### src/rtl/core/cbfs_pkg.sv
// shared types, constants and helpers for the counting bloom frequency sketch
`default_nettype none
package cbfs_pkg;

  localparam int MAX_COUNTERS = 4096;
  localparam int MAX_HASHES   = 10;
  localparam int ADDR_W       = $clog2(MAX_COUNTERS);
  localparam int SEED_W       = $clog2(MAX_HASHES);
  localparam int CNT_W        = 32;
  localparam int NCNT_W       = 13;
  localparam int NHASH_W      = 4;
  localparam int CFG_IDX_W    = 1;
  localparam int CFG_DATA_W   = 13;

  localparam logic [CNT_W-1:0] COUNT_MAX = 32'hFFFF_FFFF;

  // opcodes
  localparam logic [1:0] OP_ESTIMATE = 2'd0;
  localparam logic [1:0] OP_UPDATE   = 2'd1;
  localparam logic [1:0] OP_DECAY    = 2'd2;

  // register indexes
  localparam logic [CFG_IDX_W-1:0] REG_COUNTERS = 1'd0;
  localparam logic [CFG_IDX_W-1:0] REG_HASHES   = 1'd1;

  // murmur3 constants
  localparam logic [31:0] MM_C1 = 32'hcc9e2d51;
  localparam logic [31:0] MM_C2 = 32'h1b873593;
  localparam logic [31:0] MM_E  = 32'he6546b64;
  localparam logic [31:0] MM_M1 = 32'h85ebca6b;
  localparam logic [31:0] MM_M2 = 32'hc2b2ae35;
  localparam logic [31:0] MM_LEN = 32'd8;

  // hash sequencer steps
  localparam logic [3:0] HS_NONE = 4'd0;
  localparam logic [3:0] HS_K0A  = 4'd1;
  localparam logic [3:0] HS_K0B  = 4'd2;
  localparam logic [3:0] HS_H0   = 4'd3;
  localparam logic [3:0] HS_K1A  = 4'd4;
  localparam logic [3:0] HS_K1B  = 4'd5;
  localparam logic [3:0] HS_H1   = 4'd6;
  localparam logic [3:0] HS_F1   = 4'd7;
  localparam logic [3:0] HS_F2   = 4'd8;

  // memory read source
  localparam logic [1:0] RD_NONE = 2'd0;
  localparam logic [1:0] RD_REM  = 2'd1;
  localparam logic [1:0] RD_IDX  = 2'd2;
  localparam logic [1:0] RD_ADDR = 2'd3;

  // memory write kind
  localparam logic [1:0] WR_NONE = 2'd0;
  localparam logic [1:0] WR_INC  = 2'd1;
  localparam logic [1:0] WR_HALF = 2'd2;
  localparam logic [1:0] WR_ZERO = 2'd3;

  typedef struct packed {
    logic [3:0] hstep;
    logic       mod_load;
    logic       mod_step;
    logic [1:0] rd_sel;
    logic [1:0] wr_sel;
    logic       min_upd;
    logic       min_inc;
    logic       seed_inc;
    logic       seed_clr;
    logic       addr_inc;
    logic       load;
    logic       out_load;
  } cbfs_cmd_t;

  typedef struct packed {
    logic       mod_last;
    logic       seed_last;
    logic       addr_last;
    logic       upd_ok;
    logic [1:0] op;
    logic       out_free;
  } cbfs_stat_t;

  function automatic logic [31:0] rotl32(input logic [31:0] x, input int r);
    rotl32 = (x << r) | (x >> (32 - r));
  endfunction

endpackage
`default_nettype wire

### src/rtl/core/cbfs_ctrl.sv
// controller state machine that sequences hashing, table access and result hand-off
`default_nettype none
module cbfs_ctrl (
  input  wire logic                 clk,
  input  wire logic                 rst,
  input  wire logic                 in_valid,
  output logic                      in_ready,
  input  wire cbfs_pkg::cbfs_stat_t stat,
  output cbfs_pkg::cbfs_cmd_t       cmd
);
  import cbfs_pkg::*;

  localparam logic [4:0] ST_INIT = 5'd0;
  localparam logic [4:0] ST_IDLE = 5'd1;
  localparam logic [4:0] ST_K0A  = 5'd2;
  localparam logic [4:0] ST_K0B  = 5'd3;
  localparam logic [4:0] ST_H0   = 5'd4;
  localparam logic [4:0] ST_K1A  = 5'd5;
  localparam logic [4:0] ST_K1B  = 5'd6;
  localparam logic [4:0] ST_H1   = 5'd7;
  localparam logic [4:0] ST_F1   = 5'd8;
  localparam logic [4:0] ST_F2   = 5'd9;
  localparam logic [4:0] ST_MODL = 5'd10;
  localparam logic [4:0] ST_MODS = 5'd11;
  localparam logic [4:0] ST_RD   = 5'd12;
  localparam logic [4:0] ST_MIN  = 5'd13;
  localparam logic [4:0] ST_CHK  = 5'd14;
  localparam logic [4:0] ST_URD  = 5'd15;
  localparam logic [4:0] ST_UWR  = 5'd16;
  localparam logic [4:0] ST_DRD  = 5'd17;
  localparam logic [4:0] ST_DWR  = 5'd18;
  localparam logic [4:0] ST_DONE = 5'd19;

  logic [4:0] state;
  logic [4:0] state_next;

  always_ff @(posedge clk) begin
    if (rst) state <= ST_INIT;
    else state <= state_next;
  end

  assign in_ready = (state == ST_IDLE);

  always_comb begin
    cmd = '0;
    state_next = state;
    unique case (state)
      ST_INIT: begin
        cmd.wr_sel   = WR_ZERO;
        cmd.addr_inc = 1'b1;
        if (stat.addr_last) state_next = ST_IDLE;
      end
      ST_IDLE: begin
        if (in_valid) begin
          cmd.load = 1'b1;
          state_next = ST_K0A;
        end
      end
      ST_K0A: begin
        priority if (stat.op == OP_DECAY) begin
          state_next = ST_DRD;
        end else if (stat.op == OP_ESTIMATE || stat.op == OP_UPDATE) begin
          cmd.hstep = HS_K0A;
          state_next = ST_K0B;
        end else begin
          state_next = ST_DONE;
        end
      end
      ST_K0B: begin cmd.hstep = HS_K0B; state_next = ST_H0;  end
      ST_H0:  begin cmd.hstep = HS_H0;  state_next = ST_K1A; end
      ST_K1A: begin cmd.hstep = HS_K1A; state_next = ST_K1B; end
      ST_K1B: begin cmd.hstep = HS_K1B; state_next = ST_H1;  end
      ST_H1:  begin cmd.hstep = HS_H1;  state_next = ST_F1;  end
      ST_F1:  begin cmd.hstep = HS_F1;  state_next = ST_F2;  end
      ST_F2:  begin cmd.hstep = HS_F2;  state_next = ST_MODL; end
      ST_MODL: begin cmd.mod_load = 1'b1; state_next = ST_MODS; end
      ST_MODS: begin
        cmd.mod_step = 1'b1;
        if (stat.mod_last) state_next = ST_RD;
      end
      ST_RD: begin cmd.rd_sel = RD_REM; state_next = ST_MIN; end
      ST_MIN: begin
        cmd.min_upd = 1'b1;
        if (stat.seed_last) begin
          state_next = ST_CHK;
        end else begin
          cmd.seed_inc = 1'b1;
          state_next = ST_K0A;
        end
      end
      ST_CHK: begin
        if (stat.upd_ok) begin
          cmd.seed_clr = 1'b1;
          state_next = ST_URD;
        end else begin
          state_next = ST_DONE;
        end
      end
      ST_URD: begin cmd.rd_sel = RD_IDX; state_next = ST_UWR; end
      ST_UWR: begin
        cmd.wr_sel = WR_INC;
        if (stat.seed_last) begin
          cmd.min_inc = 1'b1;
          state_next = ST_DONE;
        end else begin
          cmd.seed_inc = 1'b1;
          state_next = ST_URD;
        end
      end
      ST_DRD: begin cmd.rd_sel = RD_ADDR; state_next = ST_DWR; end
      ST_DWR: begin
        cmd.wr_sel   = WR_HALF;
        cmd.addr_inc = 1'b1;
        state_next = stat.addr_last ? ST_DONE : ST_DRD;
      end
      ST_DONE: begin
        if (stat.out_free) begin
          cmd.out_load = 1'b1;
          state_next = ST_IDLE;
        end
      end
      default: state_next = ST_INIT;
    endcase
  end

endmodule
`default_nettype wire

### config.mk
export PLATFORM = sky130hd
export DESIGN_NAME = cbfs_ctrl
export DESIGN_NICKNAME = d
export VERILOG_FILES = /design/src/rtl/core/cbfs_pkg.sv /design/src/rtl/core/cbfs_ctrl.sv
export SDC_FILE = /design/constraint.sdc
export NUM_CORES = 1
export LEC_CHECK = 0
export BUFFER_PORTS_ARGS = -buffer_cell sky130_fd_sc_hd__buf_4
export CORE_AREA = 8 8 45 47
export CTS_BUF_LIST = sky130_fd_sc_hd__clkbuf_2
export DETAILED_ROUTE_END_ITERATION = 6
export DIE_AREA = 0 0 53 55
export GPL_TIMING_DRIVEN = 0
export PLACE_DENSITY = 0.79
export SLEW_MARGIN = 10
export SYNTH_ARGS = -nofsm -noshare
export SYNTH_HDL_FRONTEND = slang
export SYNTH_SLANG_ARGS = --single-unit
### constraint.sdc
create_clock -name clk -period 2.8 [get_ports clk]
set_input_delay 0 -clock clk [delete_from_list [all_inputs] [get_ports clk]]
set_output_delay 0 -clock clk [all_outputs]
set_load 0.01 [all_outputs]
-- After elaboration in Yosys (flattened, before gate mapping)
Cells that the tools add are included.
- register bits: 5
- output and inout port bits: 18
- equality and inequality tests: 25
- mux-type cells: 30
- reduce and logical (&&, ||, !) cells: 6
- operator list (cell ; number):
    5-bit case mux with 20 select lines ; 1
    5-bit by 4-bit equality test with 1-bit output (second input constant) ; 8
    5-bit two-way mux ; 8
    4-bit case mux with 8 select lines ; 1
    5-bit by 3-bit equality test with 1-bit output (second input constant) ; 4
    5-bit equality test (second input constant) ; 4
    1-bit two-way mux ; 16
    2-bit case mux with 3 select lines ; 2
    5-bit by 2-bit equality test with 1-bit output (second input constant) ; 2
    2-bit != test (second input constant) ; 4
    5-bit by 1-bit equality test with 1-bit output (second input constant) ; 1
    5-bit zero test ; 1
    4-bit two-way mux ; 1
    4-bit AND reduction ; 1
    2-bit OR reduction ; 2
    2-bit by 1-bit equality test with 1-bit output (second input constant) ; 1
    2-bit equality test (second input constant) ; 1
    2-bit zero test ; 1
    2-bit two-way mux ; 1
    1-bit logical OR ; 1

-- Longest topological paths before layout
Gate-level depths: netlist (run 1).
- word-level depth: 5
- depth in mapped cells: 6
- depth with buffers taken out: 4

-- Least setup slack after synthesis (run 1)
Ideal clock, no wire load.
- path type: register -> register
- from: register state[4]
- to: register state[0]
- data arrival time: 1433 ps
- data required time: 2733 ps
- setup slack: 1300 ps
- stages on the path, launching flop included: 6
- path buffers: 1
- cell sequence: dfxtp_1 > buf_6 > or3b_1 > a211o_1 > a211o_1 > o21ai_2
- cells in the longest elaborated chain, start to end: 3
- RTL lines (element ; line ; source):
    start, declared ; cbfs_ctrl.sv:34 ; logic [4:0] state;
    start signal, assigned ; cbfs_ctrl.sv:39 ; else state <= state_next;
    5-bit by 4-bit equality test with 1-bit output, or another cell as far along ; cbfs_ctrl.sv:47 ; unique case (state)
    2-bit != test (no line) ; -- ;
    4-bit AND reduction (no line) ; -- ;
Several ways; a longest one is shown, not always the timed one.
A chain may end at the register's enable or synchronous reset.

==> run_results.csv, run 1 <==
group,metric,value,unit
floorplanning,dieWidth,53,um
worst_hold_path,hold_wc_path_type,"in -> reg",
pwr,switching_share,41.6,%
synthesis,netlist_area,619,um2
cts,cts_tree,"yes",
floorplanning,initial_standard_cell_utilization_of_the_core,44.8,%
pwr,power_density,415,mW/mm2
sta,max-slew-margin-rel,68.4,%
drt,post_drt_via_cell_ratio,5.59,
synthesis,ys_async_sr_fraction,0,%
floorplanning,rows,14,
layout,largest_reg_flops,5,
pwr,combPwrFrac,59.3,%
synthesis,number_of_enable_type_register_cells_in_the_synthesized_netlist,0,
synthesis,netlist_instances,96,
layout,layout_common_cells,"28 x buf_4, 10 x nor3_1, 9 x nand2_1",
layout,largest_regs,"state (5)",
cts,tritoncts.num_buffers,3,
drt,route.antenna.remaining_nets,0,
global_routing,vias_in_the_first_global_route,753,
synthesis,yosysWarnings,0,
outcome,run_status,"completed",
synthesis,avgSynthCellArea,6.45,um2
synthesis,synth_top_cell_area_share,16.2,%
layout,antenna_cells,0,
pwr,switching_power,0.151,mW
sta,hold-worst-slack,0.0962,ns
layout,areaGrowthSynthToFinish,40.8,%
sta,post_route_setup_tns,0,ns
drt,drt_wl_total,1.97,mm
sta,rsz0062_at_grt,"false",
synthesis,synthDistinctLibCells,37,
synthesis,synth.ff_latch_count,5,
critical_path,crit_path_launch_type,"flip-flop",
pwr,internal_power,0.212,mW
cts,cts.sink_count,5,
sta,finalSetupViolCount,0,
synthesis,synth-adder-area-share,0,%
synthesis,synth_ff_type,"dfxtp_1",
global_routing,antenna_violations_before_repair,0,
cts,clk_latency,0.21,ns
layout,layout_commonest_cell,"buf_4",
sta,tightestPinTransition,0.468,ns
layout,design.final.nets,139,
floorplanning,core_area,0.00138,mm2
synthesis,synth_area_in_compound_gates,25.9,%
cts,clk_transition_reported_paths,0.05,ns
pwr,power.share.clock,17.9,%
placement,dpl_worst_slack,1.19,ns
critical_path,critPathArrivalTime,1.89,ns
layout,max_flop_register,"state",
floorplanning,io_pins,28,
global_routing,globalRouteTotalUtil,14.0,%
critical_path,critical_path_required,2.80,ns
sta,shortest_period_the_worst_path_allows,1.89,ns
sta,fin_worst_skew,0.00226,ns
cts,max-clock-path-buffers,2,
sta,final_critical_path_setup_slack,0.910,ns
critical_path,criticalPathCategory,"reg -> out",
sta,fmax,529,MHz
cts,post_cts.resized_instances,0,
synthesis,synth_xor_area_share,1.41,%
drt,drt_iter0_markers,18,
floorplanning,die-area,0.00292,mm2
cts,root_buffer,"clkbuf_2",
drt,drc,0,
layout,area_occupied_by_multi_input_gates,448,um2
placement,routabilityCongestion,0.883,
pwr,power_leakage,0.388,nW
cts,htree_num_levels,1,
pwr,power_frac_seq,22.8,%
synthesis,synth_top_family_by_area,"simple AND/OR/NAND/NOR gates",
critical_path,critical_path_peak_fanout,10,
drt,firstDrtPassIters,4,
layout,final-seq-area,100,um2
critical_path,worst_setup_path_end_kind,"primary output",
synthesis,post-synth-top-area-cell,"dfxtp_1",
synthesis,synthTopCellsByArea,"dfxtp_1 16%, nor3_1 8.1%, a21oi_1 6.5%, nand2_1 5.5%, nor2_1 4.8%",
drt,routedWlPerCell,13.6,um
synthesis,yosysSeqAreaShare,16.2,%
layout,num-fill-cells,141,
global_routing,grt_pass1_wl,3.17,mm
floorplanning,floorplan.die.height,55,um
sta,timing.final.hold_violations,0,
layout,fraction_of_final_layout_cells_sized_beyond_drive_strength_1,30.5,%
drt,dr_total_vias,805,
flow_run,cap_violations,0,
global_routing,grt_start_max_net_pins,11,
sta,drv_slew,0,
placement,dp.final_hpwl,1.52,mm
global_routing,remaining_global_route_overflow,0,
pwr,vdd.ir_drop.worst,0.000347,V
sta,finalCritPeriodShare,67.5,%
synthesis,mappedNetlistNets,106,
placement,placement.io_buffers,27,
synthesis,synth_simple_gate_area_share,43.4,%
synthesis,yosys-mux-area-fraction,1.62,%
layout make-up:
cell class / instances / area share (%)
multi-input combinational: 76 / 51.4
timing repair buffer: 28 / 24.4
sequential: 5 / 11.5
buffer: 12 / 6.89
clock buffer: 4 / 2.30
tap: 16 / 2.30
inverter: 3 / 1.29
cells in the mapped netlist, types with 3 or more instances:
cell type / number
a21oi_1: 8
a31oi_1: 3
buf_2: 3
clkbuf_1: 5
dfxtp_1: 5
inv_1: 3
nand2_1: 9
nand2b_1: 3
nand3_1: 3
nor2_1: 8
nor2b_1: 3
nor3_1: 10
routing by layer:
metal	global-route usage, %	up-vias	share of wire [%]
met1	15.0	361	41
met4	9.48	0	1.4
li1	-	407	-
met3	2.41	4	9.4
met2	24.8	33	48
met5	0	-	0
power groups by stage:
stage	combinational, mW	clock, mW	sequential, mW
3_5_place_dp	0.213	0	0.0836
4_1_cts	0.215	0.0679	0.0821
2_1_floorplan	0.134	0	0.0826
6_report	0.215	0.0648	0.0826
5_1_grt	0.236	0.0691	0.0828
3_3_place_gp	0.211	0	0.0835
per-stage QoR:
stage	std cells	total power, mW	utilization (%)	area, um2
after floorplan	96	0.216	-	619
after global placement	139	0.295	60.8	842
after detailed placement	139	0.297	60.8	842
after CTS	144	0.365	63.0	872
after global routing	144	0.388	63.0	872
final	144	0.362	63.0	872
critical path, stage by stage, from the launching register on:
cell and delay, ns:
dfxtp_1 0.30, clkbuf_1 0.28, buf_2 0.28, buf_1 0.39
nand2_1 0.12, nor3_1 0.15, buf_4 0.15
kinds of logic (layout without fill, tap and decap cells):
kind of cell	count (synthesis)	after routing
and+or+nand+nor	50	50
xor gates and xnor gates	1	1
AOI/OAI and AO/OA	24	24
DFF	5	5
muxes	1	1
buffers and inverters	15	47
worst paths after layout:
check        depth (start not counted)  slack (ns)                    end             startpoint
max                                  6        0.91                cmd[12]  state[1]$_SDFFE_PP0P_
max reg2reg                          5        1.15  state[4]$_SDFFE_PP0P_  state[1]$_SDFFE_PP0P_
min                                  3         0.1  state[4]$_SDFFE_PP0P_                stat[3]
min reg2reg                          3        0.63  state[4]$_SDFFE_PP0P_  state[0]$_SDFFE_PP0P_
timing repair:
item	CTS	global route
hold buffers	1	0
hold endpoints to repair	2	0
buffers inserted	0	0
(Power assumes the default switching activity.)
==> run 2: changes to the inputs <==
--- a/config.mk
+++ b/config.mk
@@ -6,12 +6,12 @@
 export NUM_CORES = 1
 export LEC_CHECK = 0
 export BUFFER_PORTS_ARGS = -buffer_cell sky130_fd_sc_hd__buf_4
-export CORE_AREA = 8 8 45 47
+export CORE_MARGIN = 8
+export CORE_UTILIZATION = 47
 export CTS_BUF_LIST = sky130_fd_sc_hd__clkbuf_2
 export DETAILED_ROUTE_END_ITERATION = 6
-export DIE_AREA = 0 0 53 55
 export GPL_TIMING_DRIVEN = 0
-export PLACE_DENSITY = 0.79
+export PLACE_DENSITY = 0.8
 export SLEW_MARGIN = 10
 export SYNTH_ARGS = -nofsm -noshare
 export SYNTH_HDL_FRONTEND = slang
==> constraint.sdc (replaced) <==
create_clock -name clk -period 1.88 [get_ports clk]
set_input_delay 0 -clock clk [delete_from_list [all_inputs] [get_ports clk]]
set_output_delay 0 -clock clk [all_outputs]
set_load 0.01 [all_outputs]
==> run_results.csv, run 2 (synthesized netlist as in run 1, its figures left out) <==
group,metric,value,unit
outcome,run_status,"completed",
drt,drc,0,
critical_path,critical_path_peak_fanout,10,
placement,dpl_worst_slack,0.184,ns
placement,routabilityCongestion,0.868,
floorplanning,floorplan.die.height,52.3,um
sta,shortest_period_the_worst_path_allows,1.81,ns
sta,finalCritPeriodShare,96.5,%
pwr,power_density,616,mW/mm2
placement,dp.final_hpwl,1.51,mm
floorplanning,io_pins,28,
flow_run,cap_violations,0,
pwr,power_leakage,0.386,nW
sta,max-slew-margin-rel,68.1,%
floorplanning,die-area,0.00274,mm2
cts,clk_transition_reported_paths,0.05,ns
layout,largest_regs,"state (5)",
drt,firstDrtPassIters,4,
cts,cts.sink_count,5,
global_routing,grt_start_max_net_pins,20,
pwr,vdd.ir_drop.worst,0.000433,V
critical_path,critical_path_required,1.88,ns
sta,tightestPinTransition,0.473,ns
drt,post_drt_via_cell_ratio,5.61,
layout,design.final.nets,138,
critical_path,critPathArrivalTime,1.81,ns
sta,post_route_setup_tns,0,ns
cts,clk_latency,0.21,ns
cts,tritoncts.num_buffers,3,
cts,root_buffer,"clkbuf_2",
cts,cts_tree,"yes",
layout,post_layout_cell_count,142,
layout,areaGrowthSynthToFinish,40.4,%
drt,dr_total_vias,796,
layout,fraction_of_final_layout_cells_sized_beyond_drive_strength_1,30.7,%
drt,routedWlPerCell,13.3,um
sta,fin_worst_skew,0.00145,ns
drt,drt_wl_total,1.89,mm
sta,rsz0062_at_grt,"false",
critical_path,criticalPathCategory,"reg -> out",
placement,placed_cells,138,
layout,post-route-util,68.5,%
global_routing,grt_pass1_wl,3.15,mm
global_routing,remaining_global_route_overflow,0,
sta,fmax,551,MHz
floorplanning,core_area,0.00127,mm2
layout,layout_common_cells,"28 x buf_4, 10 x nor3_1, 9 x nand2_1",
floorplanning,initial_standard_cell_utilization_of_the_core,48.8,%
worst_hold_path,hold_wc_path_type,"in -> reg",
cts,htree_num_levels,1,
critical_path,worst_setup_path_end_kind,"primary output",
critical_path,r2r_slack,0.29,ns
layout,largest_reg_flops,5,
sta,drv_slew,0,
drt,route.antenna.remaining_nets,0,
pwr,total_power,0.536,mW
placement,placement.io_buffers,27,
cts,postCtsSetupRepairBufs,0,
drt,drt_iter0_markers,28,
cts,max-clock-path-buffers,2,
global_routing,globalRouteTotalUtil,14.1,%
sta,finalSetupViolCount,0,
global_routing,antenna_violations_before_repair,0,
floorplanning,rows,13,
global_routing,vias_in_the_first_global_route,726,
floorplanning,dieWidth,52.3,um
layout,max_flop_register,"state",
layout,antenna_cells,0,
sta,timing.final.hold_violations,0,
critical_path,crit_path_launch_type,"flip-flop",
layout,layout_commonest_cell,"buf_4",
sta,final_critical_path_setup_slack,0.0658,ns
-- run 2: critical path: stages, from the launching register on --
cell	delay (ns)
dfxtp_1	0.31
buf_2	0.18
or3b_1	0.36
clkbuf_1	0.17
nor4b_1	0.40
buf_4	0.19
-- run 2: worst paths after layout --
kind                    startpoint               endpoint  depth (start not counted)
max          state[3]$_SDFFE_PP0P_                 cmd[5]                          5
min                        stat[3]  state[4]$_SDFFE_PP0P_                          3
max reg2reg  state[1]$_SDFFE_PP0P_  state[4]$_SDFFE_PP0P_                          6
min reg2reg  state[0]$_SDFFE_PP0P_  state[4]$_SDFFE_PP0P_                          3
-- run 2: power by group --
part	total [mW]	switching, mW	internal, mW
sequential	0.122	0.00474	0.118
combinational	0.319	0.178	0.141
clock	0.0947	0.0385	0.0563
total	0.536	0.221	0.315
-- run 2: through the flow --
step           hold WS, ns  instance area (um2)
2_1_floorplan       0.0691                  619
3_3_place_gp         0.206                  841
3_5_place_dp         0.206                  841
4_1_cts             0.0856                  867
5_1_grt             0.0979                  870
6_report            0.0975                  870
-- run 2: layout make-up --
cell class / count / area, um2
Timing Repair Buffer: 28 / 213
Tap cell: 15 / 18.8
Inverter: 3 / 11.3
Fill cell: 136 / 399
Sequential cell: 5 / 100
Multi-Input combinational cell: 76 / 448
Clock buffer: 4 / 20.0
Buffer: 11 / 58.8
-- run 2: routing by layer --
layer  wire length [um]  share of wire (%)  up-vias  track usage [%]
met5                  0                  0        -                0
met4                  0                  0        0             5.17
met3                119                6.3        0             2.27
met2                953                 50       29             23.7
met1                816                 43      364             17.2
li1                   -                  -      403                -
-- run 2: repair_timing --
action	in CTS	in global routing
gates resized for setup	0	1
hold buffers	1	0
setup endpoints to repair	1	1
hold endpoints to repair	2	0
==> run 3: changes to the inputs <==
--- a/config.mk
+++ b/config.mk
@@ -12,6 +12,7 @@
 export DETAILED_ROUTE_END_ITERATION = 6
 export GPL_TIMING_DRIVEN = 0
 export PLACE_DENSITY = 0.8
+export REMOVE_ABC_BUFFERS = 1
 export SLEW_MARGIN = 10
 export SYNTH_ARGS = -nofsm -noshare
 export SYNTH_HDL_FRONTEND = slang
==> run_results.csv, run 3 (synthesized netlist as in run 1, its figures left out) <==
group,metric,value,unit
drt,route.antenna.remaining_nets,0,
cts,root_buffer,"clkbuf_2",
cts,cts_tree,"yes",
critical_path,r2r_slack,0.14,ns
critical_path,rr_startpoint,"state[4]$_SDFFE_PP0P_",
cts,cts.sink_count,5,
drt,firstDrtPassIters,4,
critical_path,worst_setup_path_end_kind,"flip-flop",
cts,clk_transition_reported_paths,0.06,ns
layout,num-fill-cells,138,
layout,design.final.nets,127,
critical_path,capture_instance_of_the_worst_register_to_register_path,"state[0]$_SDFFE_PP0P_",
drt,dr_total_vias,764,
drt,post_drt_via_cell_ratio,5.83,
sta,tightestPinTransition,0.419,ns
flow_run,cap_violations,0,
placement,routabilityCongestion,0.799,
sta,shortest_period_the_worst_path_allows,1.74,ns
global_routing,antenna_violations_before_repair,0,
critical_path,crit_path_launch_type,"flip-flop",
global_routing,vias_in_the_first_global_route,705,
sta,fin_worst_skew,0.00449,ns
cts,htree_num_levels,1,
layout,layout_commonest_cell,"buf_4",
critical_path,critical_path_buf_inv_count,0,
placement,placement.io_buffers,27,
floorplanning,io_pins,28,
critical_path,critical_path.top_delay_family,"compound AO/OA/AOI/OAI gates",
global_routing,globalRouteTotalUtil,14.1,%
worst_hold_path,worst_hold_startpoint,"stat[3]",
floorplanning,core_area,0.00127,mm2
worst_hold_path,hold_wc_path_type,"in -> reg",
global_routing,grt_start_max_net_pins,27,
layout,max_flop_register,"state",
floorplanning,rows,13,
critical_path,critPathArrivalTime,1.89,ns
critical_path,max_stage_delay,0.53,ns
pwr,power_density,621,mW/mm2
layout,antenna_cells,0,
sta,timing.final.hold_violations,0,
drt,routedWlPerCell,13.7,um
floorplanning,die-area,0.00274,mm2
drt,drc,0,
layout,layout_common_cells,"27 x buf_4, 10 x nor3_1, 9 x nand2_1",
critical_path,worst-r2r-cell-count,4,
layout,largest_regs,"state (5)",
outcome,run_status,"completed",
sta,max-slew-margin-rel,71.7,%
critical_path,critical_path_required,2.03,ns
pwr,vdd.ir_drop.worst,0.000614,V
critical_path,criticalPathCategory,"reg -> reg",
critical_path,crit_path_cell_trace,"or3b_2 > a211o_1 > a211o_1 > o21ai_2",
layout,areaGrowthSynthToFinish,31.5,%
worst_hold_path,hold-path-endpoint,"state[4]$_SDFFE_PP0P_",
sta,rsz0062_at_grt,"false",
cts,postCtsSetupRepairBufs,0,
cts,tritoncts.num_buffers,3,
floorplanning,floorplan.die.height,52.3,um
layout,largest_reg_flops,5,
global_routing,remaining_global_route_overflow,0,
drt,drt_iter0_markers,8,
global_routing,grt_pass1_wl,3.13,mm
floorplanning,initial_standard_cell_utilization_of_the_core,48.8,%
critical_path,timing.critical_path.slowest_stage_cell,"dfxtp_2",
placement,dpl_worst_slack,-0.0367,ns
cts,clk_latency,0.21,ns
critical_path,critical_path_peak_fanout,20,
floorplanning,dieWidth,52.3,um
placement,dp.final_hpwl,1.35,mm
layout,post_layout_cell_count,131,
sta,final_critical_path_setup_slack,0.135,ns
cts,max-clock-path-buffers,2,
drt,drt_wl_total,1.80,mm
layout,fraction_of_final_layout_cells_sized_beyond_drive_strength_1,31.9,%
sta,post_route_setup_tns,0,ns
pwr,power_leakage,0.355,nW
sta,fmax,573,MHz
critical_path,crit_top_cell,"a211o_1",
sta,finalCritPeriodShare,92.8,%
placement,placed_cells,126,
worst_hold_path,min_delay_path_depth,3,
sta,drv_slew,0,
sta,finalSetupViolCount,0,
-- run 3: cell types whose count changed in the layout (fill, tap and decap cells not counted), sizes merged --
cell and change:
buf -5, clkbuf -6
-- run 3: metrics by stage --
step,instance area (um2),hold slack [ns],total power [mW],util (%)
2_1_floorplan,559,0.0691,0.292,-
3_3_place_gp,781,0.203,0.401,61.5
3_5_place_dp,781,0.206,0.407,61.5
4_1_cts,813,0.0568,0.512,64.1
5_1_grt,815,0.0631,0.549,64.2
6_report,815,0.0685,0.506,64.2
-- run 3: timing repair --
| action | CTS | global route |
|---|---|---|
| gates cloned | 0 | 0 |
| hold buffers | 1 | 0 |
| endpoints found under the hold margin | 3 | 0 |
| setup endpoints to repair | 4 | 3 |
| gates resized for setup | 2 | 1 |
-- run 3: tightest hold or removal path, stage by stage --
cell,delay [ns]
buf_4,0.08
nand3b_1,0.09
a31oi_1,0.07
-- run 3: report_power, final --
part / switching [mW] / total, mW / internal (mW)
clock network: 0.0424 / 0.0988 / 0.0564
logic: 0.108 / 0.225 / 0.117
registers: 0.0617 / 0.182 / 0.120
total: 0.212 / 0.506 / 0.293
-- run 3: layer usage --
metal  GRT usage, %  routed length (um)
met5              0                   0
met4           2.59                   0
met3           5.11                 158
met2           22.7                 845
met1           17.4                 797
-- run 3: how the worst max path moves through the flow --
stage / start / slack [ns] / end / cells past startpoint
2_1_floorplan: state[4]$_SDFFE_PP0P_ / 0.15 / state[0]$_SDFFE_PP0P_ / 4
3_3_place_gp: state[4]$_SDFFE_PP0P_ / -0.01 / state[0]$_SDFFE_PP0P_ / 4
3_5_place_dp: state[4]$_SDFFE_PP0P_ / -0.04 / state[0]$_SDFFE_PP0P_ / 4
4_1_cts: state[0]$_SDFFE_PP0P_ / 0.09 / state[0]$_SDFFE_PP0P_ / 4
5_1_grt: state[4]$_SDFFE_PP0P_ / 0.008 / cmd[5] / 3
6_report: state[4]$_SDFFE_PP0P_ / 0.14 / state[0]$_SDFFE_PP0P_ / 4
-- run 3: cell type report --
type | instances | area (um2) | share of cell area [%]
multi-input combinational | 76 | 448 | 55.0
timing repair buffer | 28 | 213 | 26.1
sequential | 5 | 104 | 12.7
clock buffer | 4 | 20.0 | 2.46
tap | 15 | 18.8 | 2.30
inverter | 3 | 11.3 | 1.38
